## src/hdl/sync_length_xor_deframer_core_assert.svh

```systemverilog
// Assertion macros shared by the deframer RTL.
// No dependencies; included by the top-level module, which checks its own logic.
`ifndef SYNC_LENGTH_XOR_DEFRAMER_CORE_ASSERT_SVH
`define SYNC_LENGTH_XOR_DEFRAMER_CORE_ASSERT_SVH

// Checked property, disabled while reset is asserted.
`define SLD_ASSERT(label, clk, rst_n, prop) \
  label: assert property (@(posedge clk) disable iff (!rst_n) prop) \
    else $error("%m: assertion failed");

// Checked property that also holds while reset is asserted.
`define SLD_ASSERT_ALWAYS(label, clk, prop) \
  label: assert property (@(posedge clk) prop) \
    else $error("%m: assertion failed");

`endif

```

## src/hdl/sld_pkg.sv

```systemverilog
// Shared types and constants of the sync/length/XOR deframer.
// No dependencies; imported by every deframer module.
package sld_pkg;

  localparam int unsigned ByteW   = 8;
  localparam int unsigned KindW   = 3;
  localparam int unsigned CfgIdxW = 8;

  localparam logic [ByteW-1:0] FirstSyncRst  = 8'hA5;
  localparam logic [ByteW-1:0] SecondSyncRst = 8'h5A;
  localparam logic [ByteW-1:0] MaxLengthRst  = 8'd160;
  localparam logic [ByteW-1:0] CharLf        = 8'h0A;
  localparam logic [ByteW-1:0] CharCr        = 8'h0D;

  localparam logic [CfgIdxW-1:0] CfgFirstSync  = 8'd0;
  localparam logic [CfgIdxW-1:0] CfgSecondSync = 8'd1;
  localparam logic [CfgIdxW-1:0] CfgMaxLength  = 8'd2;

  typedef enum logic [2:0] {
    PH_SYNC0 = 3'd0,
    PH_SYNC1 = 3'd1,
    PH_TYPE  = 3'd2,
    PH_LEN   = 3'd3,
    PH_DATA  = 3'd4,
    PH_CHECK = 3'd5
  } phase_e;

  typedef enum logic [KindW-1:0] {
    KIND_PAYLOAD = 3'd0,
    KIND_GOOD    = 3'd1,
    KIND_BAD     = 3'd2,
    KIND_TOOLONG = 3'd3,
    KIND_LBYTE   = 3'd4,
    KIND_LEND    = 3'd5,
    KIND_LOVER   = 3'd6
  } kind_e;

  typedef struct packed {
    logic [ByteW-1:0] first_sync;
    logic [ByteW-1:0] second_sync;
    logic [ByteW-1:0] max_length;
  } cfg_t;

  typedef struct packed {
    kind_e            kind;
    logic [ByteW-1:0] byte_index;
    logic [ByteW-1:0] packet_length;
    logic [ByteW-1:0] packet_type;
    logic [ByteW-1:0] data_byte;
  } result_t;

endpackage

```

## src/hdl/sld_cfg_regs.sv

```systemverilog
// Configuration registers of the deframer: sync bytes and length limit.
// Depends on sld_pkg.
module sld_cfg_regs
  import sld_pkg::*;
(
  input  logic               clk_i,
  input  logic               rst_ni,
  input  logic               cfg_valid_i,
  output logic               cfg_ready_o,
  input  logic [CfgIdxW-1:0] cfg_index_i,
  input  logic [ByteW-1:0]   cfg_data_i,
  output cfg_t               cfg_o
);

  cfg_t cfg_q, cfg_d;
  logic wr;

  assign cfg_ready_o = 1'b1;
  assign wr          = cfg_valid_i & cfg_ready_o;

  always_comb begin
    cfg_d = cfg_q;
    if (wr) begin
      if (cfg_index_i == CfgFirstSync) begin
        cfg_d.first_sync = cfg_data_i;
      end else if (cfg_index_i == CfgSecondSync) begin
        cfg_d.second_sync = cfg_data_i;
      end else if (cfg_index_i == CfgMaxLength) begin
        cfg_d.max_length = cfg_data_i;
      end
    end
  end

  always_ff @(posedge clk_i or negedge rst_ni) begin
    if (!rst_ni) begin
      cfg_q.first_sync  <= FirstSyncRst;
      cfg_q.second_sync <= SecondSyncRst;
      cfg_q.max_length  <= MaxLengthRst;
    end else begin
      cfg_q <= cfg_d;
    end
  end

  assign cfg_o = cfg_q;

endmodule

```

## src/hdl/sld_parser.sv

```systemverilog
// Frame and text-line parser: state registers and the per-byte step logic.
// Depends on sld_pkg.
module sld_parser
  import sld_pkg::*;
(
  input  logic             clk_i,
  input  logic             rst_ni,
  input  logic             step_i,
  input  logic [ByteW-1:0] byte_i,
  input  cfg_t             cfg_i,
  output logic             res_valid_o,
  output result_t          res_o
);

  phase_e           phase_q, phase_d;
  logic [ByteW-1:0] type_q, type_d;
  logic [ByteW-1:0] len_q, len_d;
  logic [ByteW-1:0] count_q, count_d;
  logic [ByteW-1:0] xor_q, xor_d;
  logic [ByteW-1:0] fill_q, fill_d;
  logic             in_frame;
  logic [ByteW-1:0] count_inc;

  assign in_frame  = (phase_q != PH_SYNC0) || (byte_i == cfg_i.first_sync);
  assign count_inc = count_q + 8'd1;

  always_comb begin
    phase_d     = phase_q;
    type_d      = type_q;
    len_d       = len_q;
    count_d     = count_q;
    xor_d       = xor_q;
    fill_d      = fill_q;
    res_valid_o = 1'b0;
    res_o       = '0;
    if (in_frame) begin
      unique case (phase_q)
        PH_SYNC0: begin
          phase_d = PH_SYNC1;
        end
        PH_SYNC1: begin
          phase_d = (byte_i == cfg_i.second_sync) ? PH_TYPE : PH_SYNC0;
        end
        PH_TYPE: begin
          type_d  = byte_i;
          xor_d   = byte_i;
          phase_d = PH_LEN;
        end
        PH_LEN: begin
          len_d   = byte_i;
          count_d = '0;
          xor_d   = xor_q ^ byte_i;
          if (byte_i > cfg_i.max_length) begin
            phase_d             = PH_SYNC0;
            res_valid_o         = 1'b1;
            res_o.kind          = KIND_TOOLONG;
            res_o.packet_type   = type_q;
            res_o.packet_length = byte_i;
          end else begin
            phase_d = (byte_i == '0) ? PH_CHECK : PH_DATA;
          end
        end
        PH_DATA: begin
          xor_d   = xor_q ^ byte_i;
          count_d = count_inc;
          if (count_inc >= len_q) begin
            phase_d = PH_CHECK;
          end
          res_valid_o         = 1'b1;
          res_o.kind          = KIND_PAYLOAD;
          res_o.data_byte     = byte_i;
          res_o.packet_type   = type_q;
          res_o.packet_length = len_q;
          res_o.byte_index    = count_q;
        end
        default: begin
          phase_d             = PH_SYNC0;
          res_valid_o         = 1'b1;
          res_o.kind          = (byte_i == xor_q) ? KIND_GOOD : KIND_BAD;
          res_o.packet_type   = type_q;
          res_o.packet_length = len_q;
        end
      endcase
    end else begin
      phase_d = PH_SYNC0;
      if (byte_i == CharCr) begin
        res_valid_o = 1'b0;
      end else if (byte_i == CharLf) begin
        fill_d              = '0;
        res_valid_o         = 1'b1;
        res_o.kind          = KIND_LEND;
        res_o.packet_length = fill_q;
        res_o.byte_index    = fill_q;
      end else if (fill_q < cfg_i.max_length) begin
        fill_d           = fill_q + 8'd1;
        res_valid_o      = 1'b1;
        res_o.kind       = KIND_LBYTE;
        res_o.data_byte  = byte_i;
        res_o.byte_index = fill_q;
      end else begin
        fill_d      = '0;
        res_valid_o = 1'b1;
        res_o.kind  = KIND_LOVER;
      end
    end
  end

  always_ff @(posedge clk_i or negedge rst_ni) begin
    if (!rst_ni) begin
      phase_q <= PH_SYNC0;
      type_q  <= '0;
      len_q   <= '0;
      count_q <= '0;
      xor_q   <= '0;
      fill_q  <= '0;
    end else if (step_i) begin
      phase_q <= phase_d;
      type_q  <= type_d;
      len_q   <= len_d;
      count_q <= count_d;
      xor_q   <= xor_d;
      fill_q  <= fill_d;
    end
  end

endmodule

```

## src/hdl/sld_out_reg.sv

```systemverilog
// Result register of the deframer, holding one result until it is taken.
// Depends on sld_pkg.
module sld_out_reg
  import sld_pkg::*;
(
  input  logic    clk_i,
  input  logic    rst_ni,
  input  logic    load_i,
  input  logic    res_valid_i,
  input  result_t res_i,
  input  logic    ready_i,
  output logic    valid_o,
  output result_t res_o
);

  logic    valid_q, valid_d;
  result_t res_q;

  always_comb begin
    valid_d = valid_q;
    if (load_i) begin
      valid_d = res_valid_i;
    end else if (ready_i) begin
      valid_d = 1'b0;
    end
  end

  always_ff @(posedge clk_i or negedge rst_ni) begin
    if (!rst_ni) begin
      valid_q <= 1'b0;
    end else begin
      valid_q <= valid_d;
    end
  end

  always_ff @(posedge clk_i) begin
    if (load_i && res_valid_i) begin
      res_q <= res_i;
    end
  end

  assign valid_o = valid_q;
  assign res_o   = res_q;

endmodule

```

## src/hdl/sync_length_xor_deframer_core.sv

```systemverilog
// Top level of the sync/length/XOR-checksum deframer with text-line channel.
// Depends on sld_pkg, sld_cfg_regs, sld_parser, sld_out_reg and the assert header.
//
// The block takes one received byte per cycle while its output is not
// stalled and gives at most one result per byte. A byte lands in an input
// register, is parsed against the parser state there, and its result, if
// any, is loaded into the result register as the byte leaves. The parser
// state, a byte wide, updates once per parsed byte, which sets the rate of
// one byte per clock. When the result register holds an untaken result,
// the input register still takes one byte, then stalls. Configuration
// writes are accepted in every cycle and take effect on the next parsed byte.
`include "sync_length_xor_deframer_core_assert.svh"

module sync_length_xor_deframer_core
  import sld_pkg::*;
(
  input  logic               clk_i,
  input  logic               rst_ni,
  input  logic               s_axis_tvalid,
  output logic               s_axis_tready,
  input  logic [7:0]         s_axis_tdata,   // [7:0] rx_byte
  output logic               m_axis_tvalid,
  input  logic               m_axis_tready,
  // [7:0] data_byte, [15:8] packet_type, [23:16] packet_length, [31:24] byte_index
  output logic [31:0]        m_axis_tdata,
  output logic [2:0]         m_axis_tuser,   // [2:0] kind
  input  logic               cfg_valid_i,
  output logic               cfg_ready_o,
  input  logic [CfgIdxW-1:0] cfg_index_i,
  input  logic [ByteW-1:0]   cfg_data_i
);

  cfg_t             cfg;
  logic             in_valid_q, in_valid_d;
  logic [ByteW-1:0] in_byte_q;
  logic             adv;
  logic             res_valid;
  result_t          res;
  result_t          out_res;

  sld_cfg_regs u_cfg (
    .clk_i      (clk_i),
    .rst_ni     (rst_ni),
    .cfg_valid_i(cfg_valid_i),
    .cfg_ready_o(cfg_ready_o),
    .cfg_index_i(cfg_index_i),
    .cfg_data_i (cfg_data_i),
    .cfg_o      (cfg)
  );

  assign adv           = in_valid_q & (~m_axis_tvalid | m_axis_tready);
  assign s_axis_tready = ~in_valid_q | adv;

  always_comb begin
    in_valid_d = in_valid_q;
    if (s_axis_tvalid && s_axis_tready) begin
      in_valid_d = 1'b1;
    end else if (adv) begin
      in_valid_d = 1'b0;
    end
  end

  always_ff @(posedge clk_i or negedge rst_ni) begin
    if (!rst_ni) begin
      in_valid_q <= 1'b0;
    end else begin
      in_valid_q <= in_valid_d;
    end
  end

  always_ff @(posedge clk_i) begin
    if (s_axis_tvalid && s_axis_tready) begin
      in_byte_q <= s_axis_tdata;
    end
  end

  sld_parser u_parser (
    .clk_i      (clk_i),
    .rst_ni     (rst_ni),
    .step_i     (adv),
    .byte_i     (in_byte_q),
    .cfg_i      (cfg),
    .res_valid_o(res_valid),
    .res_o      (res)
  );

  sld_out_reg u_out (
    .clk_i      (clk_i),
    .rst_ni     (rst_ni),
    .load_i     (adv),
    .res_valid_i(res_valid),
    .res_i      (res),
    .ready_i    (m_axis_tready),
    .valid_o    (m_axis_tvalid),
    .res_o      (out_res)
  );

  assign m_axis_tdata = {out_res.byte_index, out_res.packet_length,
                         out_res.packet_type, out_res.data_byte};
  assign m_axis_tuser = out_res.kind;

  `SLD_ASSERT_ALWAYS(a_idle_in_reset, clk_i, (!rst_ni) |-> (!m_axis_tvalid && !in_valid_q))
  `SLD_ASSERT(a_stall_blocks_input, clk_i, rst_ni, (in_valid_q && m_axis_tvalid && !m_axis_tready) |-> !s_axis_tready)
  `SLD_ASSERT(a_result_from_byte, clk_i, rst_ni, $rose(m_axis_tvalid) |-> $past(in_valid_q))
  `SLD_ASSERT(a_line_no_type, clk_i, rst_ni, (m_axis_tvalid && (m_axis_tuser == KIND_LBYTE || m_axis_tuser == KIND_LEND || m_axis_tuser == KIND_LOVER)) |-> (m_axis_tdata[15:8] == 8'd0))
  `SLD_ASSERT(a_data_only_bytes, clk_i, rst_ni, (m_axis_tvalid && m_axis_tuser != KIND_PAYLOAD && m_axis_tuser != KIND_LBYTE) |-> (m_axis_tdata[7:0] == 8'd0))

endmodule
```

## config.mk

```make
export PLATFORM = sky130hd
export DESIGN_NAME = sync_length_xor_deframer_core
export DESIGN_NICKNAME = d
export VERILOG_FILES = /design/src/hdl/sld_pkg.sv /design/src/hdl/sld_cfg_regs.sv /design/src/hdl/sld_parser.sv /design/src/hdl/sld_out_reg.sv /design/src/hdl/sync_length_xor_deframer_core.sv
export VERILOG_INCLUDE_DIRS = /design/src /design/src/hdl
export SDC_FILE = /design/constraint.sdc
export NUM_CORES = 1
export LEC_CHECK = 0
export ABC_AREA = 1
export BUFFER_PORTS_ARGS = -buffer_cell sky130_fd_sc_hd__clkbuf_2
export CORE_MARGIN = 2
export CORE_UTILIZATION = 54
export DETAILED_ROUTE_END_ITERATION = 7
export PLACE_DENSITY = 0.75
export SLEW_MARGIN = 25
export SYNTH_ARGS = -nofsm -noshare
export SYNTH_HDL_FRONTEND = slang
export SYNTH_SLANG_ARGS = --single-unit
```

## constraint.sdc

```tcl
create_clock -name clk_i -period 3.3 [get_ports clk_i]
set_input_delay 0.66 -clock clk_i [delete_from_list [all_inputs] [get_ports clk_i]]
set_output_delay 0.66 -clock clk_i [all_outputs]
set_load 0.05 [all_outputs]
```

-- After elaboration in Yosys (flattened, before gate mapping)
Cells that the tools add are included.
- register bits after elaboration: 112
- output and inout bits: 38
- logic and storage cells: 102
- add/sub/neg operators: 2
- magnitude comparators: 3
- equal/unequal tests: 12
- mux-type cells: 35
- bitwise gates (word level): 10
- reductions and logical operators: 23
- operator list (operator ; number):
    8-bit 2-to-1 mux ; 10
    19-bit 2-to-1 mux ; 2
    16-bit one-hot mux with 2 select lines ; 1
    8-bit one-hot mux with 2 select lines ; 2
    8-bit == test ; 3
    3-bit AND reduction ; 6
    8-bit by 1-bit adder with 8-bit output, second input constant ; 2
    8-bit by 4-bit == test with 1-bit output, second input constant ; 2
    8-bit zero test ; 2
    16-bit 2-to-1 mux ; 1
    3-bit one-hot mux with 5 select lines ; 1
    11-bit 2-to-1 mux ; 1
    3-bit 2-to-1 mux ; 3
    8-bit by 1-bit == test with 1-bit output, second input constant ; 1
    8-bit by 2-bit == test with 1-bit output, second input constant ; 1
    8-bit >= comparator ; 1
    8-bit > comparator ; 1
    8-bit < comparator ; 1
    1-bit 2-to-1 mux ; 8
    2-bit 2-to-1 mux ; 4
    2-bit nonzero test ; 4
    8-bit XOR ; 1
    3-bit by 2-bit == test with 1-bit output, second input constant ; 2
    1-bit NOT ; 6
    16 further kinds ; 19

-- Logic depth before layout (Yosys ltp)
- depth in word-level cells: 6
- gate-level depth with buffers: 15

-- By module
From an unflattened synthesis, not the netlist that was laid out.
- cells, all modules: 660
- area, all modules: 5960.7 µm²
- by module, submodules not included (module ; times used ; cells an instance ; area an instance (µm²)):
    sld_parser ; 1 ; 485 ; 3422.0
    sld_cfg_regs ; 1 ; 118 ; 1142.3
    sld_out_reg ; 1 ; 41 ; 1094.8
    sync_length_xor_deframer_core ; 1 ; 16 ; 301.5

-- Least setup slack after synthesis
OpenSTA, ideal clock, no wires.
- path type: register to register
- from: register u_cfg.cfg_q, in the netlist u_cfg.cfg_o[7]
- to: register u_out.res_q, in the netlist u_out.res_o[0] (enable)
- setup time: 393 ps
- arrival time: 2139 ps
- data required time: 2907 ps
- setup slack: 768 ps
- stages on the path, launching flop included: 11
- path buffers: 0
- period minus slack after synthesis: 2532 ps
- path through: dfstp_2 inv_1 ha_1 nand2_1 nor2_1 nand2_1 nand2_1 nand2_1 nand2_1 nand3_1 nand2_1
- word-level cells in the longest chain between the ends: 5
- ends and longest elaborated chain (item ; line ; text):
    start: declaration ; sld_cfg_regs.sv:15 ; cfg_t cfg_q, cfg_d;
    start signal: assignment ; sld_cfg_regs.sv:40 ; cfg_q <= cfg_d;
    8-bit > comparator ; sld_parser.sv:53 ; if (byte_i > cfg_i.max_length) begin
    1-bit 2-to-1 mux ; sld_parser.sv:53 ;
    1-bit one-hot mux with 2 select lines ; sld_parser.sv:37 ; unique case (phase_q)
    1-bit 2-to-1 mux ; sld_parser.sv:36 ; if (in_frame) begin
    1-bit logical AND ; sld_out_reg.sv:37 ; if (load_i && res_valid_i) begin
    end signal: assignment ; sld_out_reg.sv:38 ; res_q <= res_i;
    end: declaration ; sld_out_reg.sv:17 ; result_t res_q;
No other way between the ends.
A chain may end at the register's enable or synchronous reset.

-- Final worst setup path
- from: register in_byte_q[0]
- to: register u_out.res_q, in the netlist u_out.res_o[13] (enable)
- word-level cells in the longest chain between the ends: 5
- ends and longest elaborated chain (item ; line ; text):
    start: declaration ; sync_length_xor_deframer_core.sv:35 ; logic [ByteW-1:0] in_byte_q;
    start signal: assignment ; sync_length_xor_deframer_core.sv:73 ; in_byte_q <= s_axis_tdata;
    8-bit > comparator ; sld_parser.sv:53 ;
    1-bit 2-to-1 mux ; sld_parser.sv:53 ;
    1-bit one-hot mux with 2 select lines ; sld_parser.sv:37 ;
    1-bit 2-to-1 mux * ; sld_parser.sv:36 ;
    1-bit logical AND * ; sld_out_reg.sv:37 ;
Every way passes the cells marked *; elsewhere a longest branch is shown, timed or not.

==> results.py <==
metrics = {
    "yosys": {
        "ys_seq_area_share_pct": 51.4,
        "async_reset_ff_share_pct": 61.6,
        "ys_seq_elements": 112,
        "synth_area_per_cell_um2": 9.13,
        "ys_types": 43,
        "syn_area_um2": 5900,
        "synth_edf_count": 43,
        "synth.yosys.warnings": 0,
        "synth-main-ff-cell": "dfrtp_1",
        "synth_nets": 700,
        "synthCells": 646,
    },
    "critical_path": {
        "cp-end-kind": "flop",
        "critPathLaunchType": "flop",
        "critPathArrivalTime_ps": 2560,
        "path_max_fanout": 35,
        "critPathSlowestCell": "edfxtp_1",
        "cpMostUsedCell": "nand2_1",
        "path_cells": "inv_2, ha_1, inv_1, nand2_1, nand2_1, nand2_1, nand2_1, nand2_1, nand2_1, nand2_1, nand2_1, nand3_1, nand2_1, buf_4",
        "critical_path_class": "reg2reg",
        "crit_required_ps": 3340,
        "crit_family": "simple AND/OR/NAND/NOR gates",
        "critPathMaxStageDelay_ps": 590,
        "crit_buf_inv": 3,
    },
    "sta": {
        "setup_viol": 0,
        "skew_ps": 9.66,
        "slew_headroom_pct": 43.3,
        "max_freq_mhz": 396,
        "min_period_ps": 2530,
        "worstMarginPinSlew_ps": 850,
        "fin_setup_tns_ps": 0,
        "min_period_over_period_pct": 76.5,
        "slew_violations": 0,
        "rsz0062_at_grt": "no",
        "hold_viol": 0,
    },
    "detailed_routing": {
        "drt_iter0_markers": 274,
        "viasPerCell": 5.43,
        "drt_drc_violations_left": 0,
        "num_vias": 4617,
        "wl_um": 13900,
        "firstDrtPassIters": 5,
        "wl_per_cell_um": 16.3,
        "detail-route-antenna-nets": 0,
    },
    "power": {
        "p_leak_nw": 2.98,
        "power_frac_comb_pct": 45.5,
        "switching_share_pct": 47.1,
        "peakVddDrop_uv": 694,
        "intPower_mw": 3.07,
        "total_power_mw": 5.80,
        "p_sw_mw": 2.73,
        "p_seq_share_pct": 39.6,
        "pwr-share-clk_pct": 14.9,
        "power_density_nw_per_um2": 892,
    },
    "clock_network": {
        "insertion_delay_ps": 380,
        "numCtsBuffers": 9,
        "postCtsSetupBuffers": 0,
        "cts-htree-levels": 3,
        "cts_tree": "built",
        "numClockSinks": 112,
        "cts.clk_slew.worst_paths_ps": 110,
        "cts_hold_buf": 0,
        "cts.path.max_buffers": 2,
        "cts_root_buf": "clkbuf_8",
        "cts_resized": 0,
    },
    "grt": {
        "grt_pass1_wl_um": 22600,
        "antenna_found_initial": 0,
        "grt_start_max_net_pins": 39,
        "grt_pass1_vias": 4446,
        "grt_overflow": 0,
        "grtUsageTotal_pct": 25.5,
    },
    "place": {
        "gp_congestion": 0.974,
        "postPlaceCellArea_um2": 6280,
        "dpl.hpwl_um": 10400,
        "numPortBuffers": 65,
    },
    "die": {
        "die_h_um": 109,
        "core-area_um2": 10700,
        "start_util_pct": 54.9,
        "die_w_um": 109,
        "row_count": 38,
        "die_area_um2": 11800,
        "pin_count": 67,
    },
    "layout": {
        "syn_to_final_growth_pct": 10.2,
        "diodes": 0,
        "fill_cells": 927,
        "drive_above_1_share_pct": 18.4,
        "nets": 760,
        "fin_area_um2": 6500,
    },
    "worst_hold_path": {
        "hold_path.class": "in2async",
    },
    "run_status": {
        "outcome": "complete, no violations",
    },
    "job": {
        "maxCapViolations": 0,
    },
}
## cell type report
cell class	count	area [µm²]	area share, %
clock buffers	12	188	2.89
repair buffers	69	355	5.47
multi-input cells	435	2420	37.3
flip-flops and latches	112	3030	46.6
well taps	140	175	2.69
inverters	79	299	4.60
clock inverters	4	28.8	0.443
## final timing paths
path	to	start	slack (ps)	cells past startpoint
max	u_out.res_o[13]	in_byte_q[0]	770	14
min	u_cfg.cfg_o[4]	rst_ni	370	1
max reg2reg	u_out.res_o[13]	in_byte_q[0]	770	14
min reg2reg	u_parser.type_q[4]	u_parser.type_q[4]	500	2
max in group asynchronous	u_parser.type_q[6]	rst_ni	2160	2
min in group clk_i	in_byte_q[7]	s_axis_tdata[7]	450	1
## logic make-up after synthesis
group	Yosys count	share of synthesized area (%)
XOR/XNOR	30	4.46
AND/OR/NAND/NOR	289	22.7
other	1	0.0636
buffers and inverters	99	7.51
AO/OA/AOI/OAI	90	8.53
flip-flops	112	51.4
adder cells (fa/ha/maj)	25	5.30
## worst register-to-register path, cell delays in order, from the launching register on
cell and delay, ps:
edfxtp_1 590, inv_2 180, ha_1 220, inv_1 50, nand2_1 40, nand2_1 50
nand2_1 50, nand2_1 60, nand2_1 50, nand2_1 80, nand2_1 70, nand2_1 120
nand3_1 110, nand2_1 90, buf_4 390
## cell usage after synthesis (14+ instances only)
master    number  area, µm²
a21oi_1       17       85.1
o21ai_0       51        255
ha_1          25        313
edfxtp_1      43       1290
nor2_1        30        113
dfrtp_1       59       1480
nand2_1      166        623
inv_1         70        263
xnor2_1       14        123
xor2_1        16        140
nand3_1       45        225
## power by group through the flow
| stage | Combinational [mW] | Sequential [mW] | Clock, mW |
|---|---|---|---|
| floorplan | 1.38 | 2.99 | 0 |
| global placement | 2.58 | 2.30 | 0 |
| detailed placement | 2.62 | 2.32 | 0 |
| CTS | 2.64 | 2.29 | 0.870 |
| global route | 2.90 | 2.34 | 0.929 |
| finish | 2.64 | 2.29 | 0.865 |
## state kept, by name, summed over array words and instances (netlist names)
name and flops:
u_out.valid_o 1, u_parser.type_q 8, u_out.res_o 35, u_parser.fill_q 8
u_parser.len_q 8, u_parser.count_q 8, in_valid_q 1, u_parser.xor_q 8
u_cfg.cfg_o 24, u_parser.phase_q 3, in_byte_q 8
## cell usage in the layout (no fill, tap or decap), types with 3 or more instances in the layout
cell and instances:
ha_1 25, a21oi_1 17, xor2_1 16, buf_4 4, o211ai_1 5, dfrtp_1 59, nand2_1 166, xnor2_1 14
nand4_1 9, nor2_4 3, clkbuf_8 10, inv_1 70, inv_2 8, o22ai_1 4, nor2_1 30, nand2_2 4
nor2_2 7, edfxtp_1 43, nand3_1 45, nor3_1 10, o21ai_0 51, clkbuf_2 64, dfstp_2 10, o21a_1 5
## stage by stage
stage | setup WS [ps] | instances | hold slack (ps) | utilization [%]
2_1_floorplan | 768 | 646 | 364 | -
3_3_place_gp | 932 | 835 | 469 | 58.5
3_5_place_dp | 853 | 835 | 475 | 58.5
4_1_cts | 833 | 851 | 414 | 60.5
5_1_grt | 601 | 851 | 441 | 60.5
6_report | 775 | 851 | 365 | 60.5
## metal layers
| layer | vias up | global-route usage [%] | routed length [µm] |
|---|---|---|---|
| met2 | 190 | 42.4 | 6670 |
| li1 | 2231 | - | - |
| met3 | 25 | 4.16 | 966 |
| met5 | - | 0 | 0 |
| met1 | 2171 | 33.8 | 5940 |
| met4 | 0 | 9.07 | 333 |
Power figures use the tool's default switching activity.
